--- config.mk ---
export PLATFORM = sky130hd
export DESIGN_NAME = bounded_deque_with_search
export DESIGN_NICKNAME = d
export VERILOG_FILES = /design/src/rtl/core/bdqs_pkg.sv /design/src/rtl/core/bdqs_cell.sv /design/src/rtl/core/bounded_deque_with_search.sv
export SDC_FILE = /design/constraint.sdc
export NUM_CORES = 1
export LEC_CHECK = 0
export ABC_CLOCK_PERIOD_IN_PS = 6700
export BUFFER_PORTS_ARGS = -buffer_cell sky130_fd_sc_hd__buf_2
export CORE_UTILIZATION = 30
export DETAILED_ROUTE_END_ITERATION = 7
export PLACE_DENSITY = 0.48
export SYNTH_ARGS = -nofsm -noshare
export SYNTH_HDL_FRONTEND = slang
export SYNTH_HIERARCHICAL = 1
export SYNTH_SLANG_ARGS = --single-unit
export TNS_END_PERCENT = 100
--- constraint.sdc ---
create_clock -name i_clk -period 6.7 [get_ports i_clk]
set_input_delay 0.67 -clock i_clk [delete_from_list [all_inputs] [get_ports i_clk]]
set_output_delay 0.67 -clock i_clk [all_outputs]
set_load 0.005 [all_outputs]
--- src/rtl/core/bdqs_pkg.sv ---
// Shared types and codes for the bounded deque with search.
// No dependencies; used by bdqs_cell and bounded_deque_with_search.
package bdqs_pkg;

    localparam logic [2:0] ACT_PUSH_FRONT = 3'd0;
    localparam logic [2:0] ACT_PUSH_BACK  = 3'd1;
    localparam logic [2:0] ACT_POP_FRONT  = 3'd2;
    localparam logic [2:0] ACT_POP_BACK   = 3'd3;
    localparam logic [2:0] ACT_SEARCH_EQ  = 3'd4;
    localparam logic [2:0] ACT_FIND_GT    = 3'd5;

    localparam logic [1:0] STATUS_OK    = 2'd0;
    localparam logic [1:0] STATUS_EMPTY = 2'd1;
    localparam logic [1:0] STATUS_FULL  = 2'd2;

    localparam logic [4:0] POS_NONE = 5'h1F;

    typedef enum logic [2:0] {
        CELL_HOLD,
        CELL_SHIFT_R,
        CELL_SHIFT_L,
        CELL_LOAD,
        CELL_CMP_EQ,
        CELL_CMP_GT,
        CELL_SCAN
    } t_cell_op;

endpackage

--- src/rtl/core/bdqs_cell.sv ---
// One storage cell of the deque chain: holds a value and a match flag.
// Depends on bdqs_pkg for the cell operation codes.
module bdqs_cell #(
    parameter int VALUE_BITS = 32
) (
    input  logic                  i_clk,
    input  bdqs_pkg::t_cell_op    i_op,
    input  logic                  i_we,
    input  logic [VALUE_BITS-1:0] i_key,
    input  logic [VALUE_BITS-1:0] i_left_value,
    input  logic [VALUE_BITS-1:0] i_right_value,
    input  logic                  i_right_match,
    output logic [VALUE_BITS-1:0] o_value,
    output logic                  o_match
);

    logic [VALUE_BITS-1:0] r_value;
    logic [VALUE_BITS-1:0] n_value;
    logic                  r_match;
    logic                  n_match;

    always_comb begin
        n_value = r_value;
        n_match = r_match;
        unique case (i_op)
            bdqs_pkg::CELL_HOLD: begin
            end
            bdqs_pkg::CELL_SHIFT_R: n_value = i_left_value;
            bdqs_pkg::CELL_SHIFT_L: n_value = i_right_value;
            bdqs_pkg::CELL_LOAD: begin
                if (i_we) begin
                    n_value = i_key;
                end
            end
            bdqs_pkg::CELL_CMP_EQ: n_match = (r_value == i_key);
            bdqs_pkg::CELL_CMP_GT: n_match = ($signed(r_value) > $signed(i_key));
            bdqs_pkg::CELL_SCAN:   n_match = i_right_match;
            default: begin
            end
        endcase
    end

    always_ff @(posedge i_clk) begin
        r_value <= n_value;
        r_match <= n_match;
    end

    assign o_value = r_value;
    assign o_match = r_match;

endmodule

--- src/rtl/core/bounded_deque_with_search.sv ---
// Top level of the bounded deque with search: request/result streams and control.
// Depends on bdqs_pkg and a chain of bdqs_cell instances.
//
// Usage:
//   Requests enter on the s-side stream (i_s_tvalid/o_s_tready/i_s_tdata), one
//   result per request leaves on the m-side stream (o_m_tvalid/i_m_tready/o_m_tdata).
//   Entries live in a row of cells, front at cell 0; a push at the front shifts
//   the row right, a pop at the front shifts it left, a push at the back writes
//   the cell at the fill count, a pop at the back drops the fill count.
//   Push and pop requests do not scan: the result is registered at the accepting
//   edge and a new request may follow in the next cycle if the result is being drained.
//   Search and find-greater compare in every cell at acceptance, then shift the
//   match flags toward cell 0 one cell per cycle until a flag reaches cell 0 or
//   the scan index reaches the fill count; the result is then registered, and no
//   new request is taken meanwhile.
//   A request is taken whenever the block is not scanning and the result
//   register is empty or being drained; a stalled result holds, and a finished
//   scan waits in place until the result register frees.
//   Reset empties the queue and drops any pending result.
module bounded_deque_with_search #(
    parameter int DEPTH      = 16,
    parameter int VALUE_BITS = 32
) (
    input  logic        i_clk,
    input  logic        i_rst_n,
    input  logic        i_s_tvalid,
    output logic        o_s_tready,
    input  logic [39:0] i_s_tdata,   // [2:0] action, [34:3] value, [39:35] zero
    output logic        o_m_tvalid,
    input  logic        i_m_tready,
    output logic [15:0] o_m_tdata    // [1:0] status, [2] hit, [7:3] position,
                                     // [12:8] count, [15:13] zero
);

    localparam int CNT_W = $clog2(DEPTH + 1);

    localparam logic [1:0] ST_IDLE = 2'd0;
    localparam logic [1:0] ST_SCAN = 2'd1;

    logic [1:0]       r_state;
    logic [1:0]       n_state;
    logic [CNT_W-1:0] r_count;
    logic [CNT_W-1:0] n_count;
    logic [CNT_W-1:0] r_scan_idx;
    logic [CNT_W-1:0] n_scan_idx;
    logic             r_out_valid;
    logic             n_out_valid;
    logic [1:0]       r_status;
    logic [1:0]       n_status;
    logic             r_hit;
    logic             n_hit;
    logic [4:0]       r_pos;
    logic [4:0]       n_pos;
    logic [4:0]       r_cnt_out;
    logic [4:0]       n_cnt_out;

    logic [2:0]            in_action;
    logic [31:0]           in_value;
    logic [VALUE_BITS+31:0] key_ext;
    logic [VALUE_BITS-1:0] key;
    logic                  accept;
    logic                  out_free;
    logic                  full;
    logic                  empty;
    logic                  scan_end;
    logic                  scan_hit;
    logic                  scan_done;
    logic [CNT_W+4:0]      count_ext;
    logic [CNT_W+4:0]      next_count_ext;
    logic [CNT_W+4:0]      idx_ext;
    bdqs_pkg::t_cell_op    cell_op;

    logic [VALUE_BITS-1:0] w_value [DEPTH];
    logic                  w_match [DEPTH];

    assign in_action = i_s_tdata[2:0];
    assign in_value  = i_s_tdata[34:3];
    assign key_ext   = {{VALUE_BITS{in_value[31]}}, in_value};
    assign key       = key_ext[VALUE_BITS-1:0];

    assign out_free   = !r_out_valid || i_m_tready;
    assign o_s_tready = (r_state == ST_IDLE) && out_free;
    assign accept     = i_s_tvalid && o_s_tready;

    assign full  = (r_count == CNT_W'(DEPTH));
    assign empty = (r_count == '0);

    assign scan_end  = (r_scan_idx == r_count);
    assign scan_hit  = !scan_end && w_match[0];
    assign scan_done = scan_end || w_match[0];

    assign count_ext      = {5'b0, r_count};
    assign next_count_ext = {5'b0, n_count};
    assign idx_ext        = {5'b0, r_scan_idx};

    always_comb begin
        n_state     = r_state;
        n_count     = r_count;
        n_scan_idx  = r_scan_idx;
        n_out_valid = r_out_valid && !i_m_tready;
        n_status    = r_status;
        n_hit       = r_hit;
        n_pos       = r_pos;
        n_cnt_out   = r_cnt_out;
        cell_op     = bdqs_pkg::CELL_HOLD;
        if (r_state == ST_SCAN) begin
            if (!scan_done) begin
                cell_op    = bdqs_pkg::CELL_SCAN;
                n_scan_idx = r_scan_idx + CNT_W'(1);
            end else if (out_free) begin
                n_state     = ST_IDLE;
                n_out_valid = 1'b1;
                n_status    = bdqs_pkg::STATUS_OK;
                n_hit       = scan_hit;
                n_pos       = scan_hit ? idx_ext[4:0] : bdqs_pkg::POS_NONE;
                n_cnt_out   = count_ext[4:0];
            end
        end else if (accept) begin
            n_status = bdqs_pkg::STATUS_OK;
            n_hit    = 1'b0;
            n_pos    = bdqs_pkg::POS_NONE;
            unique case (in_action)
                bdqs_pkg::ACT_PUSH_FRONT: begin
                    if (full) begin
                        n_status = bdqs_pkg::STATUS_FULL;
                    end else begin
                        cell_op = bdqs_pkg::CELL_SHIFT_R;
                        n_count = r_count + CNT_W'(1);
                    end
                end
                bdqs_pkg::ACT_PUSH_BACK: begin
                    if (full) begin
                        n_status = bdqs_pkg::STATUS_FULL;
                    end else begin
                        cell_op = bdqs_pkg::CELL_LOAD;
                        n_count = r_count + CNT_W'(1);
                    end
                end
                bdqs_pkg::ACT_POP_FRONT: begin
                    if (empty) begin
                        n_status = bdqs_pkg::STATUS_EMPTY;
                    end else begin
                        cell_op = bdqs_pkg::CELL_SHIFT_L;
                        n_count = r_count - CNT_W'(1);
                    end
                end
                bdqs_pkg::ACT_POP_BACK: begin
                    if (empty) begin
                        n_status = bdqs_pkg::STATUS_EMPTY;
                    end else begin
                        n_count = r_count - CNT_W'(1);
                    end
                end
                bdqs_pkg::ACT_SEARCH_EQ: cell_op = bdqs_pkg::CELL_CMP_EQ;
                bdqs_pkg::ACT_FIND_GT:   cell_op = bdqs_pkg::CELL_CMP_GT;
                default: begin
                end
            endcase
            if (in_action == bdqs_pkg::ACT_SEARCH_EQ || in_action == bdqs_pkg::ACT_FIND_GT) begin
                n_state    = ST_SCAN;
                n_scan_idx = '0;
            end else begin
                n_out_valid = 1'b1;
                n_cnt_out   = next_count_ext[4:0];
            end
        end
    end

    always_ff @(posedge i_clk) begin
        if (!i_rst_n) begin
            r_state     <= ST_IDLE;
            r_count     <= '0;
            r_scan_idx  <= '0;
            r_out_valid <= 1'b0;
        end else begin
            r_state     <= n_state;
            r_count     <= n_count;
            r_scan_idx  <= n_scan_idx;
            r_out_valid <= n_out_valid;
        end
    end

    always_ff @(posedge i_clk) begin
        r_status  <= n_status;
        r_hit     <= n_hit;
        r_pos     <= n_pos;
        r_cnt_out <= n_cnt_out;
    end

    genvar gi;
    generate
        for (gi = 0; gi < DEPTH; gi++) begin : g_cell
            logic [VALUE_BITS-1:0] left_value;
            logic [VALUE_BITS-1:0] right_value;
            logic                  right_match;

            if (gi == 0) begin : g_first
                assign left_value = key;
            end else begin : g_mid_l
                assign left_value = w_value[gi-1];
            end

            if (gi == DEPTH - 1) begin : g_last
                assign right_value = w_value[gi];
                assign right_match = 1'b0;
            end else begin : g_mid_r
                assign right_value = w_value[gi+1];
                assign right_match = w_match[gi+1];
            end

            bdqs_cell #(
                .VALUE_BITS(VALUE_BITS)
            ) u_cell (
                .i_clk         (i_clk),
                .i_op          (cell_op),
                .i_we          (r_count == CNT_W'(gi)),
                .i_key         (key),
                .i_left_value  (left_value),
                .i_right_value (right_value),
                .i_right_match (right_match),
                .o_value       (w_value[gi]),
                .o_match       (w_match[gi])
            );
        end
    endgenerate

    assign o_m_tvalid = r_out_valid;
    assign o_m_tdata  = {3'b000, r_cnt_out, r_pos, r_hit, r_status};

`ifndef NO_ASSERTIONS
    a_count_bound: assert property (@(posedge i_clk) disable iff (!i_rst_n)
        r_count <= CNT_W'(DEPTH))
        else $error("fill count above depth");

    a_scan_bound: assert property (@(posedge i_clk) disable iff (!i_rst_n)
        (r_state == ST_SCAN) |-> (r_scan_idx <= r_count))
        else $error("scan index beyond fill count");

    a_scan_keeps_count: assert property (@(posedge i_clk) disable iff (!i_rst_n)
        (r_state == ST_SCAN) |=> (r_count == $past(r_count)))
        else $error("fill count changed during scan");

    a_push_back_grows: assert property (@(posedge i_clk) disable iff (!i_rst_n)
        (accept && in_action == bdqs_pkg::ACT_PUSH_BACK && !full)
        |=> (r_count == $past(r_count) + CNT_W'(1)))
        else $error("push at back did not grow the queue");
`endif

endmodule

==> results of run 1 <==
==> metal layers <==
layer  vias to the layer above  part of all wire (%)  wire (um)  track usage (%)
li1                      16300                     -          -                -
met3                       159                   2.6       3000             1.88
met1                     14700                    49      56300             21.7
met2                       386                    45      51800             25.2
met5                         -                     0          0                0
met4                         0                   2.6       3010             4.32
==> layout by cell type (no fill, tap or decap), types with 17 or more instances in the layout <==
cell and instances:
inv_1 550, nand3_1 66, mux2i_1 517, and2_1 17, clkbuf_16 76, nor2_1 85
a211oi_1 21, a21oi_2 34, buf_2 53, ha_1 519, nor3_1 45, o21ai_0 610
nand2_1 690, buf_4 59, nand2b_1 31, edfxtp_1 541, a21oi_1 216, nand4_1 98
nand4_2 32, clkbuf_1 24
==> state kept, by name, indices dropped and copies added (netlist names) <==
name / count
r_scan_idx: 5
r_state: 1
r_count: 5
g_cell.u_cell/o_value: 512
r_pos: 5
g_cell.u_cell/o_match: 16
o_m_tvalid: 1
r_hit: 1
r_cnt_out: 5
r_status: 2
==> cell type report <==
cell class,count,area [um2],area share (%)
Tap cell,1890,2360,4.96
Multi-Input combinational cell,3243,23700,49.7
Clock buffer,104,2050,4.29
Timing Repair Buffer,117,808,1.70
Sequential cell,553,16500,34.6
Inverter,550,2060,4.33
Antenna cell,2,5.00,0.0105
Clock inverter,28,191,0.402
==> report_power, final <==
part / leakage (nW) / total, mW / internal [mW] / switching (mW)
clock: 1.09 / 3.77 / 2.17 / 1.60
sequential: 5.10 / 4.37 / 4.15 / 0.211
combinational: 13.6 / 1.90 / 0.703 / 1.20
total: 19.8 / 10.0 / 7.02 / 3.01
==> worst min path at each step <==
stage                             start       endpoint  slack (ps)  depth (start not counted)
after floorplan           r_scan_idx[4]  r_scan_idx[4]         460                          2
after global placement    r_scan_idx[4]  r_scan_idx[4]         500                          2
after detailed placement  r_scan_idx[4]  r_scan_idx[4]         510                          2
after CTS                       i_rst_n     r_state[0]         300                          2
after global routing            i_rst_n     r_state[0]         320                          2
final                           i_rst_n     r_state[0]         360                          2
==> cell families (layout without fill, tap and decap cells) <==
group           Yosys count  count (layout)  synth area share (%)
simple gates           1192            1192                  14.2
compound gates         1003            1003                  13.1
buf+inv                 737             799                  6.78
flops                   553             553                  38.5
fa+ha+maj               519             519                  15.2
mux                     517             517                  12.1
xor+xnor                  8               8                 0.164
other cells               1               6               0.00876
==> per-stage QoR <==
stage	instance area (um2)	instances	total power, mW	util, %	hold WS, ps
after CTS	47700	6485	10.2	33.7	300
final	47700	6487	10.0	33.7	356
after global placement	45400	6353	6.30	32.1	503
after global routing	47700	6487	10.6	33.7	317
after detailed placement	45400	6353	6.35	32.1	513
after floorplan	42800	4533	5.70	-	462
==> impl_results.md, run 1 <==
* Status: complete, no violations
* Synth warn at 6
* Skew final at 29.0 ps
* Initial core utilization at 30.2%
* Final setup violating endpoints at 0
* Postcts setup bufs at 0
* Maximum number of pins on one net before global-route repair at 93
* Core area at ~0.14 mm2
* Fin crit share at between 60% and 70%
* F_max at approximately 230 MHz
* Ranking of synthesized cells by area: edfxtp_1 38%, ha_1 15%, mux2i_1 12%, o21ai_0 7.1%, nand2_1 6.0%
* Most frequent cell after synthesis: nand2_1
* RSZ-0062 raised after global routing: false
* Detail Route Antenna Nets at 0
* Synth cell types at 54
* Vias at roughly 32000
* Setup slack, reg-to-reg at around 2300 ps
* RR Startpoint: r_count[2]
* Synth top cells by count: 690 x nand2_1, 610 x o21ai_0, 550 x inv_1, 541 x edfxtp_1, 519 x ha_1
* Fin. max-slew vios at 0
* Slowest-stage cell, CP: dfxtp_1
* Post-layout minimum cycle time at about 4400 ps
* Post-Place Setup Slack at about 2300 ps
* Die Wd at 380 um
* Slowest cell delay on critical path at 900 ps
* Worst reg2reg path depth at 8
* Synth Flop Type: edfxtp_1
* Worst-path fanout max at 54
* Synth top area share at 37.9%
* Rows at 138
* Overall die height at 380 um
* Global Route Usage Sum at 15.6%
* Seq/Total Area, Yosys at 38.5%
* CTS Buffer Depth at 3
* Buf/Inv on CP at 2
* Pleak at 19.8 nW
* Number of vias per cell at 4.87
* Hold Path Class: input pin to flip-flop
* Max-cap violations at 0
* Clk sinks at 553
* Total CTS buffers at 74
* Routed wire length at 114 mm
* Layout filler cell count at 14700
* Final GP Congestion at 0.846
* Synth area leader: edfxtp_1
* CP startpoint kind: flip-flop
* Worst setup margin at 2340 ps
* Initial antenna violation count at 12
* Critical-path cell list: xor2_1, nor3_4, a21oi_2, nand2b_4, buf_12, nand2b_2, buf_4, o21ai_0
* DR DRC count at 0
* Flop and latch count out of synthesis at 553
* Mapped Cells at ~4500
* Hpwl dp at 86.7 mm
* Clk slew on worst S/H paths at around 60 ps
* Clk_lat worst skew at 650 ps
* Number of flops mapped to enable cells by yosys at 541
* Vias in the first global route at between 30000 and 40000
* First-pass GRT wire length at around 180 mm
* H-tree lvl count at 3
* Initial DRC count at 1830
* Routed length per instance at ~18 um
* Critical path launch point: r_count[2]
* Hold_buf cts at 0
* Final Hold Viols at 0
* Grt total ovfl at 0
* I/O pins at 62
* Share of cells above drive strength 1 at 8.01%
* TritonRoute pass-1 iters at 7
* Worst flop-to-flop path endpoint: g_cell[12].u_cell/o_value[26]
* Post-CTS Resized at 0
* FFs w/ async S/R, synth at 0%
* CP Capture Type: flip-flop
* Worst path required time at 7080 ps
* Buffers on Ports at 53
* Mapped cell area at 0.0428 mm2
* CP endpoint: g_cell[12].u_cell/o_value[26]
* Nets at 5102
* Critical path's top delay family: simple AND/OR/NAND/NOR gates
* Die ar. at 0.144 mm2
* Syn_area_per_cell at 9.45 um2
* Pwr dens at 210 mW/mm2
* Crit path depth at 8
* Max VDD drop at roughly 0.00018 V
* CTS tree: done
* Crit path kind: flip-flop to flip-flop
* Critical path arrival at 4740 ps
* Clk root buf: clkbuf_16
* Relative slew slack at 20.9%
* Setup total negative slack at 0 ps
* Area Growth Syn to Fin at 11.4%
* Slew @ Worst Pin at 1190 ps
Power figures use the tool's default switching activity.
==> inputs of run 2 (changes only) <==
--- a/config.mk
+++ b/config.mk
@@ -5,7 +5,7 @@
 export SDC_FILE = /design/constraint.sdc
 export NUM_CORES = 1
 export LEC_CHECK = 0
-export ABC_CLOCK_PERIOD_IN_PS = 6700
+export ABC_CLOCK_PERIOD_IN_PS = 3700
 export BUFFER_PORTS_ARGS = -buffer_cell sky130_fd_sc_hd__buf_2
 export CORE_UTILIZATION = 30
 export DETAILED_ROUTE_END_ITERATION = 7
==> constraint.sdc (replaced) <==
create_clock -name i_clk -period 3.7 [get_ports i_clk]
set_input_delay 0.37 -clock i_clk [delete_from_list [all_inputs] [get_ports i_clk]]
set_output_delay 0.37 -clock i_clk [all_outputs]
set_load 0.005 [all_outputs]
==> run 2 against run 1 <==
Critical path depth rose by 4; sequential cell count unchanged; clock-buffer cell count decreased by 10; fmax rose by 37%; critical endpoint is now g_cell[15].u_cell/o_value[25]; largest cell class unchanged; highest routed layer unchanged.
==> impl_results.md, run 2 (synthesized netlist as in run 1, its figures left out) <==
* Status: complete, no violations
* CP Capture Type: flip-flop
* Hold_buf cts at 0 (unchanged)
* Antenna diodes at 0 (-2)
* Global Route Usage Sum at 15.5% (-0.025 points)
* Crit path kind: flip-flop to flip-flop
* Worst path required time at 4060 ps (-3020 ps)
* Number of vias per cell at 4.83 (-0.74%)
* Vias in the first global route at 31300 (-1.4%)
* Grt total ovfl at 0 (unchanged)
* Area Growth Syn to Fin at 12.8%
* Layout filler cell count at 14700 (-0.16%)
* Slew @ Worst Pin at 836 ps (-351 ps)
* Relative slew slack at 44.3% (+23 points)
* Post-route non-filler standard cell count at 6539 (+0.80%)
* Maximum number of pins on one net before global-route repair at 65 (-30%)
* Fin. max-slew vios at 0 (unchanged)
* Initial core utilization at 30.2% (unchanged)
* Multi-input gate area at 0.0237 mm2 (unchanged)
* Pwr dens at 373 mW/mm2 (+77%)
* First-pass GRT wire length at 180 mm (-0.55%)
* Clk root buf: clkbuf_16
* Routed length per instance at 17.3 um (-1.4%)
* Share of cells above drive strength 1 at 9.21% (+1.2 points)
* Final Core Density at 34.1% (+0.44 points)
* Post-CTS Resized at 0 (unchanged)
* H-tree lvl count at 3 (unchanged)
* Routed wire length at 113 mm (-0.61%)
* Pleak at 20.1 nW (+1.6%)
* Initial antenna violation count at 3 (-9)
* TritonRoute pass-1 iters at 5 (-2)
* Post-layout minimum cycle time at 3180 ps (-1180 ps)
* Postcts setup bufs at 0 (unchanged)
* CTS Buffer Depth at 3 (unchanged)
* Clk_lat worst skew at 630 ps (-20 ps)
* CTS tree: done
* Rows at 138 (unchanged)
* Skew final at 18.9 ps (-10.1 ps)
* Post-Layout Inst Area at 0.0483 mm2 (+1.3%)
* Final Hold Viols at 0 (unchanged)
* Overall die height at 380 um (unchanged)
* Setup total negative slack at 0 ps (unchanged)
* Die Wd at 380 um (unchanged)
* Critical path arrival at 3540 ps (-1200 ps)
* Detail Route Antenna Nets at 0 (unchanged)
* Highest-count cells in the layout ignoring fill and taps: 690 x nand2_1, 610 x o21ai_0, 550 x inv_1
* Worst setup margin at 523 ps (-1820 ps)
* Max-cap violations at 0 (unchanged)
* F_max at 315 MHz (+37%)
* Initial DRC count at 2024 (+11%)
* Clk sinks at 553 (unchanged)
* Post-Place Setup Slack at 515 ps (-1810 ps)
* Buffers on Ports at 53 (unchanged)
* Final GP Congestion at 0.802 (-5.1%)
* CP startpoint kind: flip-flop
* Core area at 0.142 mm2 (unchanged)
* DR DRC count at 0 (unchanged)
* Vias at 31600 (+0.051%)
* Die ar. at 0.144 mm2 (unchanged)
* Max VDD drop at 0.000270 V (+52%)
* Total CTS buffers at 71 (-4.1%)
* Worst-path fanout max at 48 (-11%)
* Commonest non-fill, non-tap cell in the layout: nand2_1
* I/O pins at 62 (unchanged)
* FF+latch area at 0.0165 mm2 (about the same)
* Hpwl dp at 87.5 mm (+0.96%)
* Final setup violating endpoints at 0 (unchanged)
* Fin crit share at 85.9% (+21 points)
* Clk slew on worst S/H paths at 60 ps (about the same)
* RSZ-0062 raised after global routing: false
* Nets at 5168 (+1.3%)
* Hold Path Class: input pin to flip-flop
* Dpl cells at 6422 (+1.1%)
* Max reg flops at 512 (unchanged)
* Post-DP Area at 0.0462 mm2 (+1.8%)
## run 2: changes by cell type in the layout (fill, tap and decap cells not counted), sizes merged
cell,change
clkbuf,-10
diode,-2
inv,-2
buf,+69
bufinv,+1
clkinv,-5
clkinvlp,+1
## run 2: final timing paths
kind | from | end | slack [ps] | cells after the start
worst max register to register | r_count[0] | g_cell[15].u_cell/o_value[25] | 520 | 12
worst max-delay path | r_count[0] | g_cell[15].u_cell/o_value[25] | 520 | 12
worst min-delay path | i_rst_n | r_state[0] | 60 | 2
worst min register to register | r_scan_idx[4] | r_scan_idx[4] | 490 | 2
## run 2: layout make-up
cell class / instances / area share [%]
clock buffers: 94 / 3.95
clock inverters: 23 / 0.319
inverters: 550 / 4.27
multi-input cells: 3243 / 49.1
flip-flops and latches: 553 / 34.1
well taps: 1890 / 4.90
repair buffers: 186 / 3.34
## run 2: where the power goes
part	total [mW]	internal [mW]	switching (mW)
clock	6.53	3.72	2.81
combinational	3.55	1.37	2.18
sequential	7.92	7.52	0.401
## run 2: through the flow
| step | power [mW] | hold slack, ps |
|---|---|---|
| 3_3_place_gp | 11.5 | 480 |
| 5_1_grt | 19.0 | 41.6 |
| 6_report | 18.0 | 64.4 |
| 3_5_place_dp | 11.6 | 493 |
| 2_1_floorplan | 10.3 | 462 |
| 4_1_cts | 18.3 | 10.1 |
## run 2: per-layer routing
metal / routed length, um / track usage, %
met3: 2960 / 1.84
met1: 58800 / 22.6
met4: 2910 / 4.17
met2: 48800 / 24.1
met5: 0 / 0
## run 2: critical path, cell delays in order (launching register included)
cell	delay, ps
dfxtp_2	400
inv_1	120
ha_1	280
and4bb_2	280
nor2_1	90
a21oi_1	70
nor3_4	210
buf_12	220
buf_12	210
buf_12	320
buf_4	310
mux2i_1	210
o21ai_0	90
